==> config.mk <==
export PLATFORM = sky130hd
export DESIGN_NAME = linear_contrast_stretch
export DESIGN_NICKNAME = d
export VERILOG_FILES = /design/src/hw/rtl/lcs_pkg.sv /design/src/hw/rtl/lcs_front.sv /design/src/hw/rtl/lcs_queue.sv /design/src/hw/rtl/lcs_back.sv /design/src/hw/rtl/linear_contrast_stretch.sv
export SDC_FILE = /design/constraint.sdc
export NUM_CORES = 1
export LEC_CHECK = 0
export BUFFER_PORTS_ARGS = -buffer_cell sky130_fd_sc_hd__buf_4
export CORE_AREA = 2 2 212 214
export DETAILED_ROUTE_END_ITERATION = 10
export DIE_AREA = 0 0 214 216
export HOLD_SLACK_MARGIN = 0.15
export PLACE_DENSITY = 0.72
export SLEW_MARGIN = 20
export SYNTH_ARGS = -nofsm -noshare
export SYNTH_HDL_FRONTEND = slang
export SYNTH_HIERARCHICAL = 1
export SYNTH_SLANG_ARGS = --single-unit
==> constraint.sdc <==
create_clock -name clk -period 8.9 [get_ports clk]
set_input_delay 0.445 -clock clk [delete_from_list [all_inputs] [get_ports clk]]
set_output_delay 0.445 -clock clk [all_outputs]
set_load 0.01 [all_outputs]
==> src/hw/rtl/lcs_pkg.sv <==
// ----------------------------------------------------------------------------
// lcs_pkg
// Shared types and constants of the linear contrast stretch block.
// ----------------------------------------------------------------------------
package lcs_pkg;

    localparam int unsigned LCS_CHANNELS    = 3;
    localparam int unsigned LCS_PIX_W       = 8;
    localparam int unsigned LCS_NUM_W       = 2 * LCS_PIX_W;
    localparam int unsigned LCS_DIV_STEPS   = LCS_PIX_W;
    localparam int unsigned LCS_STEP_W      = $clog2(LCS_DIV_STEPS);
    localparam int unsigned LCS_QUEUE_DEPTH = 4;

    localparam logic [LCS_PIX_W-1:0] LCS_FULL_SCALE = 8'd255;
    localparam logic [LCS_STEP_W-1:0] LCS_LAST_STEP = LCS_STEP_W'(LCS_DIV_STEPS - 1);

    // Item kinds
    localparam logic LCS_KIND_GATHER  = 1'b0;
    localparam logic LCS_KIND_STRETCH = 1'b1;

    typedef struct packed {
        logic       kind;
        logic       frame_start;
        logic [7:0] red_in;
        logic [7:0] green_in;
        logic [7:0] blue_in;
    } lcs_pixel_t;

    typedef struct packed {
        logic [7:0] red_out;
        logic [7:0] green_out;
        logic [7:0] blue_out;
        logic [2:0] flat_mask;
    } lcs_result_t;

    // One division request per stretch pixel: numerator and divisor per channel
    typedef struct packed {
        logic [LCS_CHANNELS-1:0][LCS_NUM_W-1:0] num;
        logic [LCS_CHANNELS-1:0][LCS_PIX_W-1:0] den;
        logic [LCS_CHANNELS-1:0]                flat_mask;
    } lcs_job_t;

    typedef struct packed {
        logic busy;
        logic done;
    } lcs_back_status_t;

    typedef enum logic {
        LCS_BACK_IDLE,
        LCS_BACK_DIV
    } lcs_back_state_t;

endpackage

==> src/hw/rtl/lcs_front.sv <==
// ----------------------------------------------------------------------------
// lcs_front
// Accept pixels, track per-channel minimum and maximum, and turn each stretch
// pixel into a division request.
// ----------------------------------------------------------------------------
module lcs_front
(
    input  logic               clk,
    input  logic               rst_n,
    input  logic               push,
    input  lcs_pkg::lcs_pixel_t pixel,
    input  logic               queue_full,
    output logic               job_push,
    output lcs_pkg::lcs_job_t  job
);

    logic [lcs_pkg::LCS_CHANNELS-1:0][lcs_pkg::LCS_PIX_W-1:0] lo_reg;
    logic [lcs_pkg::LCS_CHANNELS-1:0][lcs_pkg::LCS_PIX_W-1:0] lo_next;
    logic [lcs_pkg::LCS_CHANNELS-1:0][lcs_pkg::LCS_PIX_W-1:0] hi_reg;
    logic [lcs_pkg::LCS_CHANNELS-1:0][lcs_pkg::LCS_PIX_W-1:0] hi_next;
    logic [lcs_pkg::LCS_CHANNELS-1:0][lcs_pkg::LCS_PIX_W-1:0] px;
    logic accept;
    logic gather;

    assign px[0]  = pixel.red_in;
    assign px[1]  = pixel.green_in;
    assign px[2]  = pixel.blue_in;
    assign accept = push && !queue_full;
    assign gather = accept && (pixel.kind == lcs_pkg::LCS_KIND_GATHER);
    assign job_push = accept && (pixel.kind == lcs_pkg::LCS_KIND_STRETCH);

    // Fold the pixel into the running extremes; restart them on frame start
    always_comb
    begin
        logic [lcs_pkg::LCS_PIX_W-1:0] base_lo;
        logic [lcs_pkg::LCS_PIX_W-1:0] base_hi;
        lo_next = lo_reg;
        hi_next = hi_reg;
        for (int c = 0; c < lcs_pkg::LCS_CHANNELS; c++)
        begin
            base_lo = pixel.frame_start ? lcs_pkg::LCS_FULL_SCALE : lo_reg[c];
            base_hi = pixel.frame_start ? '0 : hi_reg[c];
            if (gather)
            begin
                lo_next[c] = (px[c] < base_lo) ? px[c] : base_lo;
                hi_next[c] = (px[c] > base_hi) ? px[c] : base_hi;
            end
        end
    end

    always_ff @(posedge clk or negedge rst_n)
    begin
        if (!rst_n)
        begin
            for (int c = 0; c < lcs_pkg::LCS_CHANNELS; c++)
            begin
                lo_reg[c] <= lcs_pkg::LCS_FULL_SCALE;
                hi_reg[c] <= '0;
            end
        end
        else
        begin
            lo_reg <= lo_next;
            hi_reg <= hi_next;
        end
    end

    // Classify each channel; clamped and flat channels become trivial divisions
    always_comb
    begin
        logic [lcs_pkg::LCS_PIX_W-1:0] diff;
        job = '0;
        for (int c = 0; c < lcs_pkg::LCS_CHANNELS; c++)
        begin
            diff = px[c] - lo_reg[c];
            job.den[c] = lcs_pkg::LCS_PIX_W'(1);
            job.num[c] = '0;
            if (hi_reg[c] <= lo_reg[c])
            begin
                job.flat_mask[c] = 1'b1;
            end
            else if (px[c] <= lo_reg[c])
            begin
                job.num[c] = '0;
            end
            else if (px[c] >= hi_reg[c])
            begin
                job.num[c] = {{lcs_pkg::LCS_PIX_W{1'b0}}, lcs_pkg::LCS_FULL_SCALE};
            end
            else
            begin
                // 255 * diff as (diff << 8) - diff
                job.num[c] = {diff, {lcs_pkg::LCS_PIX_W{1'b0}}}
                           - {{lcs_pkg::LCS_PIX_W{1'b0}}, diff};
                job.den[c] = hi_reg[c] - lo_reg[c];
            end
        end
    end

endmodule

==> src/hw/rtl/lcs_queue.sv <==
// ----------------------------------------------------------------------------
// lcs_queue
// Short register queue of division requests between front and back.
// ----------------------------------------------------------------------------
module lcs_queue
#(
    parameter int unsigned DEPTH = lcs_pkg::LCS_QUEUE_DEPTH
)
(
    input  logic              clk,
    input  logic              rst_n,
    input  logic              wr_en,
    input  lcs_pkg::lcs_job_t wr_job,
    output logic              full,
    input  logic              rd_en,
    output lcs_pkg::lcs_job_t rd_job,
    output logic              empty
);

    localparam int unsigned PTR_W = $clog2(DEPTH);
    localparam int unsigned CNT_W = $clog2(DEPTH + 1);
    localparam logic [PTR_W-1:0] LAST_PTR = PTR_W'(DEPTH - 1);
    localparam logic [CNT_W-1:0] FULL_CNT = CNT_W'(DEPTH);

    lcs_pkg::lcs_job_t slot_reg [DEPTH];
    logic [PTR_W-1:0] wr_ptr_reg;
    logic [PTR_W-1:0] wr_ptr_next;
    logic [PTR_W-1:0] rd_ptr_reg;
    logic [PTR_W-1:0] rd_ptr_next;
    logic [CNT_W-1:0] cnt_reg;
    logic [CNT_W-1:0] cnt_next;
    logic do_wr;
    logic do_rd;

    assign full   = (cnt_reg == FULL_CNT);
    assign empty  = (cnt_reg == '0);
    assign do_wr  = wr_en && !full;
    assign do_rd  = rd_en && !empty;
    assign rd_job = slot_reg[rd_ptr_reg];

    always_comb
    begin
        wr_ptr_next = wr_ptr_reg;
        rd_ptr_next = rd_ptr_reg;
        cnt_next    = cnt_reg;
        if (do_wr)
        begin
            wr_ptr_next = (wr_ptr_reg == LAST_PTR) ? '0 : wr_ptr_reg + PTR_W'(1);
        end
        if (do_rd)
        begin
            rd_ptr_next = (rd_ptr_reg == LAST_PTR) ? '0 : rd_ptr_reg + PTR_W'(1);
        end
        if (do_wr && !do_rd)
        begin
            cnt_next = cnt_reg + CNT_W'(1);
        end
        else if (do_rd && !do_wr)
        begin
            cnt_next = cnt_reg - CNT_W'(1);
        end
    end

    always_ff @(posedge clk or negedge rst_n)
    begin
        if (!rst_n)
        begin
            wr_ptr_reg <= '0;
            rd_ptr_reg <= '0;
            cnt_reg    <= '0;
        end
        else
        begin
            wr_ptr_reg <= wr_ptr_next;
            rd_ptr_reg <= rd_ptr_next;
            cnt_reg    <= cnt_next;
        end
    end

    always_ff @(posedge clk)
    begin
        if (do_wr)
        begin
            slot_reg[wr_ptr_reg] <= wr_job;
        end
    end

endmodule

==> src/hw/rtl/lcs_back.sv <==
// ----------------------------------------------------------------------------
// lcs_back
// Run one request through three radix-2 restoring dividers, one per channel,
// and hold the finished result until it is taken.
// ----------------------------------------------------------------------------
module lcs_back
(
    input  logic                      clk,
    input  logic                      rst_n,
    input  logic                      job_empty,
    input  lcs_pkg::lcs_job_t         job,
    output logic                      job_pop,
    input  logic                      pop,
    output logic                      empty,
    output lcs_pkg::lcs_result_t      result,
    output lcs_pkg::lcs_back_status_t status
);

    localparam int unsigned CH = lcs_pkg::LCS_CHANNELS;
    localparam int unsigned PW = lcs_pkg::LCS_PIX_W;

    lcs_pkg::lcs_back_state_t state_reg;
    lcs_pkg::lcs_back_state_t state_next;
    logic [lcs_pkg::LCS_STEP_W-1:0] step_reg;
    logic [lcs_pkg::LCS_STEP_W-1:0] step_next;
    logic [CH-1:0][PW-1:0] rem_reg;
    logic [CH-1:0][PW-1:0] rem_next;
    logic [CH-1:0][PW-1:0] quo_reg;
    logic [CH-1:0][PW-1:0] quo_next;
    logic [CH-1:0][PW-1:0] den_reg;
    logic [CH-1:0]         mask_reg;
    lcs_pkg::lcs_result_t  res_reg;
    lcs_pkg::lcs_result_t  res_next;
    logic res_valid_reg;
    logic res_valid_next;
    logic out_free;
    logic load;
    logic finish;

    assign out_free = !res_valid_reg || pop;
    assign empty    = !res_valid_reg;
    assign result   = res_reg;
    assign job_pop  = load;
    assign status.busy = (state_reg == lcs_pkg::LCS_BACK_DIV);
    assign status.done = finish;

    // Next state
    always_comb
    begin
        state_next = state_reg;
        case (state_reg)
            lcs_pkg::LCS_BACK_IDLE:
            begin
                if (!job_empty && out_free)
                begin
                    state_next = lcs_pkg::LCS_BACK_DIV;
                end
            end
            lcs_pkg::LCS_BACK_DIV:
            begin
                if (step_reg == lcs_pkg::LCS_LAST_STEP)
                begin
                    state_next = lcs_pkg::LCS_BACK_IDLE;
                end
            end
            default:
            begin
                state_next = lcs_pkg::LCS_BACK_IDLE;
            end
        endcase
    end

    // Outputs
    always_comb
    begin
        load   = 1'b0;
        finish = 1'b0;
        case (state_reg)
            lcs_pkg::LCS_BACK_IDLE:
            begin
                load = !job_empty && out_free;
            end
            lcs_pkg::LCS_BACK_DIV:
            begin
                finish = (step_reg == lcs_pkg::LCS_LAST_STEP);
            end
            default:
            begin
                load   = 1'b0;
                finish = 1'b0;
            end
        endcase
    end

    // One quotient bit per channel per cycle
    always_comb
    begin
        logic [PW:0] trial;
        logic        ge;
        for (int c = 0; c < CH; c++)
        begin
            trial = {rem_reg[c], quo_reg[c][PW-1]};
            ge    = (trial >= {1'b0, den_reg[c]});
            rem_next[c] = ge ? PW'(trial - {1'b0, den_reg[c]}) : trial[PW-1:0];
            quo_next[c] = {quo_reg[c][PW-2:0], ge};
        end
    end

    assign step_next = load ? '0 : step_reg + lcs_pkg::LCS_STEP_W'(1);

    always_comb
    begin
        res_next       = res_reg;
        res_valid_next = res_valid_reg;
        if (pop && res_valid_reg)
        begin
            res_valid_next = 1'b0;
        end
        if (finish)
        begin
            res_next.red_out   = quo_next[0];
            res_next.green_out = quo_next[1];
            res_next.blue_out  = quo_next[2];
            res_next.flat_mask = mask_reg;
            res_valid_next     = 1'b1;
        end
    end

    always_ff @(posedge clk or negedge rst_n)
    begin
        if (!rst_n)
        begin
            state_reg     <= lcs_pkg::LCS_BACK_IDLE;
            res_valid_reg <= 1'b0;
            step_reg      <= '0;
        end
        else
        begin
            state_reg     <= state_next;
            res_valid_reg <= res_valid_next;
            step_reg      <= step_next;
        end
    end

    always_ff @(posedge clk)
    begin
        res_reg <= res_next;
        if (load)
        begin
            for (int c = 0; c < CH; c++)
            begin
                rem_reg[c] <= job.num[c][2*PW-1:PW];
                quo_reg[c] <= job.num[c][PW-1:0];
                den_reg[c] <= job.den[c];
            end
            mask_reg <= job.flat_mask;
        end
        else if (state_reg == lcs_pkg::LCS_BACK_DIV)
        begin
            rem_reg <= rem_next;
            quo_reg <= quo_next;
        end
    end

endmodule

==> src/hw/rtl/linear_contrast_stretch.sv <==
// ----------------------------------------------------------------------------
// linear_contrast_stretch
// Per-channel min-max contrast stretch of RGB pixels over two passes.
// ----------------------------------------------------------------------------
// Send the image twice. Gather pixels (kind 0) update the running minimum and
// maximum of each channel and give no result; set frame_start on the first
// gather pixel of a frame to restart them. Stretch pixels (kind 1) each give
// one result, floor(255*(p-min)/(max-min)) per channel, clamped to 0..255;
// a channel whose maximum is not above its minimum gives 0 and sets its
// flat_mask bit. Statistics are applied in arrival order, so a stretch pixel
// sees exactly the gathers that were pushed before it. Gather pixels are
// taken one per clock while the request queue has room. In the back end a
// stretch pixel first loads its request and then runs 8 radix-2 steps of the
// three per-channel restoring dividers; the back end takes no new request
// until that division is done and the result register is free or being
// taken. Up to QUEUE_DEPTH stretch requests wait in the queue between the
// front end and the dividers; push is refused (full) while that queue is full.
// ----------------------------------------------------------------------------
module linear_contrast_stretch
#(
    parameter int unsigned QUEUE_DEPTH = lcs_pkg::LCS_QUEUE_DEPTH
)
(
    input  logic                 clk,
    input  logic                 rst_n,
    input  logic                 push,
    output logic                 full,
    input  lcs_pkg::lcs_pixel_t  pixel,
    output logic                 empty,
    input  logic                 pop,
    output lcs_pkg::lcs_result_t result
);

    lcs_pkg::lcs_job_t         wr_job;
    lcs_pkg::lcs_job_t         rd_job;
    lcs_pkg::lcs_back_status_t back_status;
    logic job_push;
    logic job_pop;
    logic job_empty;

    // Front end: statistics and request building
    lcs_front u_front
    (
        .clk        (clk),
        .rst_n      (rst_n),
        .push       (push),
        .pixel      (pixel),
        .queue_full (full),
        .job_push   (job_push),
        .job        (wr_job)
    );

    // Decouple the front end from the dividers
    lcs_queue #(.DEPTH(QUEUE_DEPTH)) u_queue
    (
        .clk    (clk),
        .rst_n  (rst_n),
        .wr_en  (job_push),
        .wr_job (wr_job),
        .full   (full),
        .rd_en  (job_pop),
        .rd_job (rd_job),
        .empty  (job_empty)
    );

    // Back end: dividers and the result register
    lcs_back u_back
    (
        .clk       (clk),
        .rst_n     (rst_n),
        .job_empty (job_empty),
        .job       (rd_job),
        .job_pop   (job_pop),
        .pop       (pop),
        .empty     (empty),
        .result    (result),
        .status    (back_status)
    );

`ifndef SYNTH
    // A flat channel always reads zero
    a_flat_zero: assert property (@(posedge clk) disable iff (!rst_n)
        !empty |-> ((!result.flat_mask[0] || result.red_out == '0)
                 && (!result.flat_mask[1] || result.green_out == '0)
                 && (!result.flat_mask[2] || result.blue_out == '0)))
        else $error("flat channel with nonzero output");

    // A finished division always lands in the result register
    a_done_shows: assert property (@(posedge clk) disable iff (!rst_n)
        back_status.done |=> !empty)
        else $error("finished result not presented");

    // A result only leaves when it is taken
    a_empty_on_pop: assert property (@(posedge clk) disable iff (!rst_n)
        $rose(empty) |-> $past(pop))
        else $error("result dropped without pop");

    // Dividers only finish while busy
    a_done_busy: assert property (@(posedge clk) disable iff (!rst_n)
        back_status.done |-> back_status.busy)
        else $error("divider finish outside busy");
`endif

endmodule
# Yosys cells after proc, flatten, opt, wreduce, memory -nomap -nowiden
# Memory sizes are Yosys's and may differ from the RTL's.
# Index checks and enable logic that the tools add are counted.
totals:
  register_bits: 162
  ramBits: 300
  in_bits: 30
  word_cells: 141
  memories: 1
op_classes:
  addsub: 17
  magnitude_cmp: 18
  eq_ne: 4
  n_mux: 54
  bitwise_logic: 2
  reduce_logical: 19
memory_table:
  columns: ["name", "words", "word_bits", "rd", "rd_ports_with_merged_regs", "write_ports", "line", "text"]
  rows:
  - ["u_queue.slot_reg", 4, 75, 1, 0, 1, "lcs_queue.sv:25", "lcs_pkg::lcs_job_t slot_reg [DEPTH];"]
ops:
  columns: ["operator", "count"]
  rows:
  - ["8-bit two-way mux", 24]
  - ["16-bit two-way mux", 9]
  - ["24-bit two-way mux", 4]
  - ["8-bit subtractor", 9]
  - ["8-bit less-or-equal comparator", 6]
  - ["16-bit by 8-bit subtractor with 16-bit output", 3]
  - ["9-bit by 8-bit >= comparator with 1-bit output", 3]
  - ["8-bit >= comparator", 3]
  - ["8-bit > comparator", 3]
  - ["8-bit < comparator", 3]
  - ["1-bit two-way mux", 11]
  - ["1-bit logical AND", 9]
  - ["3-bit two-way mux", 3]
  - ["3-bit by 1-bit adder with 3-bit output, second input constant", 2]
  - ["3-bit == test, second input constant", 2]
  - ["2-bit nonzero test", 3]
  - ["1-bit zero test", 5]
  - ["2-bit by 1-bit adder with 2-bit output, second input constant", 2]
  - ["2-bit == test, second input constant", 2]
  - ["2-bit two-way mux", 2]
  - ["3-bit zero test", 1]
  - ["3-bit by 1-bit subtractor with 3-bit output, second input constant", 1]
  - ["1-bit inverter", 2]
  - ["1-bit case mux with 2 select lines", 1]
  - ["1-bit logical OR", 1]

# Longest topological paths before layout
depth:
  word_depth: 9
  depth_mapped: 14

# Hierarchy
# The synthesis kept the hierarchy.
by_module_without_submodules:
  columns: ["mod", "n_inst", "cells_each", "area_per_inst_um2", "seq_area_each_um2"]
  rows:
  - ["lcs_queue", 1, 429, 11289.6, 9183.8]
  - ["lcs_front", 1, 904, 7352.1, 1231.2]
  - ["lcs_back", 1, 443, 5180.0, 3188.1]

# Worst setup path before layout
# No wires, ideal clock.
synth_timing:
  path_kind: "reg2reg"
  start: "reg u_queue.cnt_reg[0]"
  end: "reg u_queue.cnt_reg[1]"
  setup_time_ns: 0.125
  arrival_ns: 3.474
  required_time_ns: 8.775
  path_slack_ns: 5.301
  path_stages_with_launch: 12
  path_buffers: 3
  cell_sequence: "dfrtp_1 > nor3_1 > or3_1 > clkbuf_1 > inv_1 > buf_2 > buf_1 > o31ai_2 > ha_1 > inv_1 > fa_1 > mux2_2"
synth_via:
  elab_chain_cells: 8
  word_cells_on_any_way: 19
synth_lines:
  columns: ["item", "line", "text"]
  rows:
  - ["start, declared", "lcs_queue.sv:30", "logic [CNT_W-1:0] cnt_reg;"]
  - ["start signal, assigned", "lcs_queue.sv:76", "cnt_reg <= cnt_next;"]
  - ["3-bit zero test", "lcs_queue.sv:36", "assign empty = (cnt_reg == '0);"]
  - ["net job_empty", "linear_contrast_stretch.sv:39", "logic job_empty;"]
  - ["1-bit zero test", "lcs_back.sv:81", "load = !job_empty && out_free;"]
  - ["1-bit logical AND", "lcs_back.sv:81", null]
  - ["1-bit two-way mux", "lcs_back.sv:78", "case (state_reg)"]
  - ["net job_pop", "linear_contrast_stretch.sv:38", "logic job_pop;"]
  - ["1-bit logical AND", "lcs_queue.sv:38", "assign do_rd = rd_en && !empty;"]
  - ["1-bit zero test", "lcs_queue.sv:54", "if (do_wr && !do_rd)"]
  - ["1-bit logical AND", "lcs_queue.sv:54", null]
  - ["3-bit two-way mux", "lcs_queue.sv:54", null]
  - ["net u_queue.cnt_next[1]", "lcs_queue.sv:31", "logic [CNT_W-1:0] cnt_next;"]
# The timed path passes the listed nets, and every way through them passes these cells. The select of a mux whose other input is x is not followed.
# A chain may end at the register's enable or synchronous reset.

==> flow_metrics.py <==
metrics = {
    "floorplanning": {
        "die_y_um": 216,
        "rows": 77,
        "core_um2": 43840,
        "die_w_um": 214,
        "initial_core_util_pct": 54.31,
        "design.die.area_um2": 46220,
        "io_pins": 59,
    },
    "clocking": {
        "cts_tree": "done",
        "numCtsBuffers": 46,
        "cts.clk_slew.worst_paths_ns": 0.06,
        "root_buffer": "clkbuf_16",
        "clock_latency_ns": 0.60,
        "cts_resized": 0,
        "cts.sinks": 462,
        "cts-htree-levels": 2,
        "postCtsHoldBufs": 23,
        "post_cts_buffers": 0,
        "cts.path.max_buffers": 3,
    },
    "setup_path": {
        "r2r_end": "u_queue/slot_reg[0][74]",
        "cpMostUsedCell": "nand2b_1",
        "r2r_slack_ns": 5.23,
        "slowest_delay_ns": 0.87,
        "arrival_ns": 4.08,
        "crit_slowest_cell": "o41ai_2",
        "required_ns": 9.21,
        "startpoint_type": "input pin",
        "worstSetupEndpointType": "flop",
        "worstRegToRegCells": 9,
        "worstSetupPathType": "in2reg",
        "r2r_start": "u_front/lo_reg[17]",
        "crit_fanout": 12,
        "worstPathCellList": "dlygate4sd3_1 > buf_4 > inv_1 > ha_1 > nand2b_1 > a21o_1 > a21oi_1 > o21ai_0 > o41ai_2 > nand2b_1 > nor3_1",
    },
    "place": {
        "hpwl_um": 33620,
        "port_buffers": 58,
        "gp_routability_congestion": 0.8713,
    },
    "yosys": {
        "ys.warnings.count": 6,
        "synth.avg_cell_area_um2": 13.42,
        "synthesis.nets": 1969,
        "synth_cells": 1774,
        "syn-cell-area_um2": 23810,
    },
    "hold_path": {
        "hold-path-cell-count": 2,
        "holdPathEnd": "u_front/lo_reg[7]",
        "hp-start": "pixel[23]",
        "hold_class": "in2reg",
    },
    "detailed_routing": {
        "drt_iter0_markers": 1237,
        "post-route-drc-count": 0,
        "via_count": 14790,
        "wire_per_inst_um": 20.36,
        "viasPerCell": 5.953,
        "first_pass_iters": 5,
        "ant_nets": 0,
        "wl_um": 50580,
    },
    "layout": {
        "drive_gt1_share_pct": 15.86,
        "largest_register_ffs": 300,
        "area_growth_pct": 11.86,
        "nets": 2050,
        "diodes": 0,
    },
    "global_routing": {
        "first_global_vias": 14850,
        "grt.total_usage_pct": 22.22,
        "antenna_found_initial": 1,
        "grt_pass1_wl_um": 81160,
        "overflow": 0,
        "grt_max_degree": 66,
    },
    "timing": {
        "fmax_mhz": 265.5,
        "setup-tns-final_ns": 0,
        "period_needed_ns": 3.767,
        "skew_ns": 0.03184,
        "period_share_pct": 42.32,
        "setup_viol": 0,
        "drv_slew": 0,
        "hold_viol_final": 0,
        "hold-worst-slack_ns": 0.1880,
        "rsz0062_at_grt": "false",
        "slew_headroom_pct": 26.82,
        "worst_slew_pin_slew_ns": 1.086,
    },
    "power_and_ir_drop": {
        "power_density_nw_per_um2": 364.2,
        "ir_drop_v": 0.0001798,
        "p_leak_nw": 9.968,
    },
    "flow_run": {
        "cap_violations": 0,
    },
    "status": {
        "status": "finished clean",
    },
}
==> metal layers <==
layer  GRT usage, %  wire (um)  up-vias
met5              0          0        -
met4          6.690       1032        0
met3          3.312       3343       70
met2          35.40      23500      449
met1          31.84      22700     7352
li1               -          -     6916
==> per-stage QoR <==
step / total power (W) / std cells / setup WS [ns] / util, % / area [um2]
2_1_floorplan: 0.006542 / 1774 / 5.301 / - / 23810
3_3_place_gp: 0.007459 / 2376 / 5.387 / 56.48 / 24760
3_5_place_dp: 0.007579 / 2376 / 5.264 / 56.48 / 24760
4_1_cts: 0.009728 / 2484 / 5.280 / 60.75 / 26630
5_1_grt: 0.01033 / 2484 / 4.888 / 60.75 / 26630
6_report: 0.009699 / 2484 / 5.133 / 60.75 / 26630
==> power by group <==
part | internal [W] | switching (W)
combinational | 0.00176 | 0.00242
sequential | 0.00311 | 0.000320
clock | 0.00127 | 0.000831
==> layout by cell type, fill, tap and decap left out, types with 11 or more instances in the layout <==
master and instances:
buf_4 70, o21ai_0 59, mux2i_1 18, o21a_1 25, nor3_1 26, nand2b_1 39
nor2b_1 19, nand4_1 12, dfrtp_1 34, or3_1 11, o22a_1 27, a22o_1 24
nor4_1 11, nand3_1 29, a21oi_1 91, mux4_2 75, nand2_1 125, nor2_1 99
xnor2_1 27, clkbuf_16 47, and2_1 13, dfstp_2 24, xor2_1 27, inv_1 117
edfxtp_1 402, dlygate4sd3_1 23, a21o_1 24, ha_1 158
==> critical path, delay by kind of cell <==
family / cells / cell delay (ns)
AO/OA/AOI/OAI: 4 / 1.32
AND/OR/NAND/NOR: 3 / 1.24
buffers and inverters: 3 / 0.82
adder cells (fa/ha/maj): 1 / 0.25
==> worst max-delay path by stage <==
stage	start	end	cells past startpoint
floorplan	u_queue/cnt_reg[0]	u_queue/cnt_reg[1]	11
global placement	pixel[0]	u_queue/slot_reg[0][26]	10
detailed placement	pixel[0]	u_queue/slot_reg[0][74]	10
CTS	u_front/lo_reg[16]	u_queue/slot_reg[3][74]	10
global route	pixel[0]	u_queue/slot_reg[2][72]	11
finish	pixel[0]	u_queue/slot_reg[0][74]	11
==> layout make-up <==
type | count | area, um2
fillers | 3335 | 17210
flip-flops and latches | 462 | 13610
multi-input cells | 1131 | 9428
clock buffers | 55 | 1206
repair buffers | 93 | 755.7
well taps | 592 | 740.7
inverters | 121 | 454.2
clock inverters | 30 | 435.4
Power figures use the tool's default switching activity.
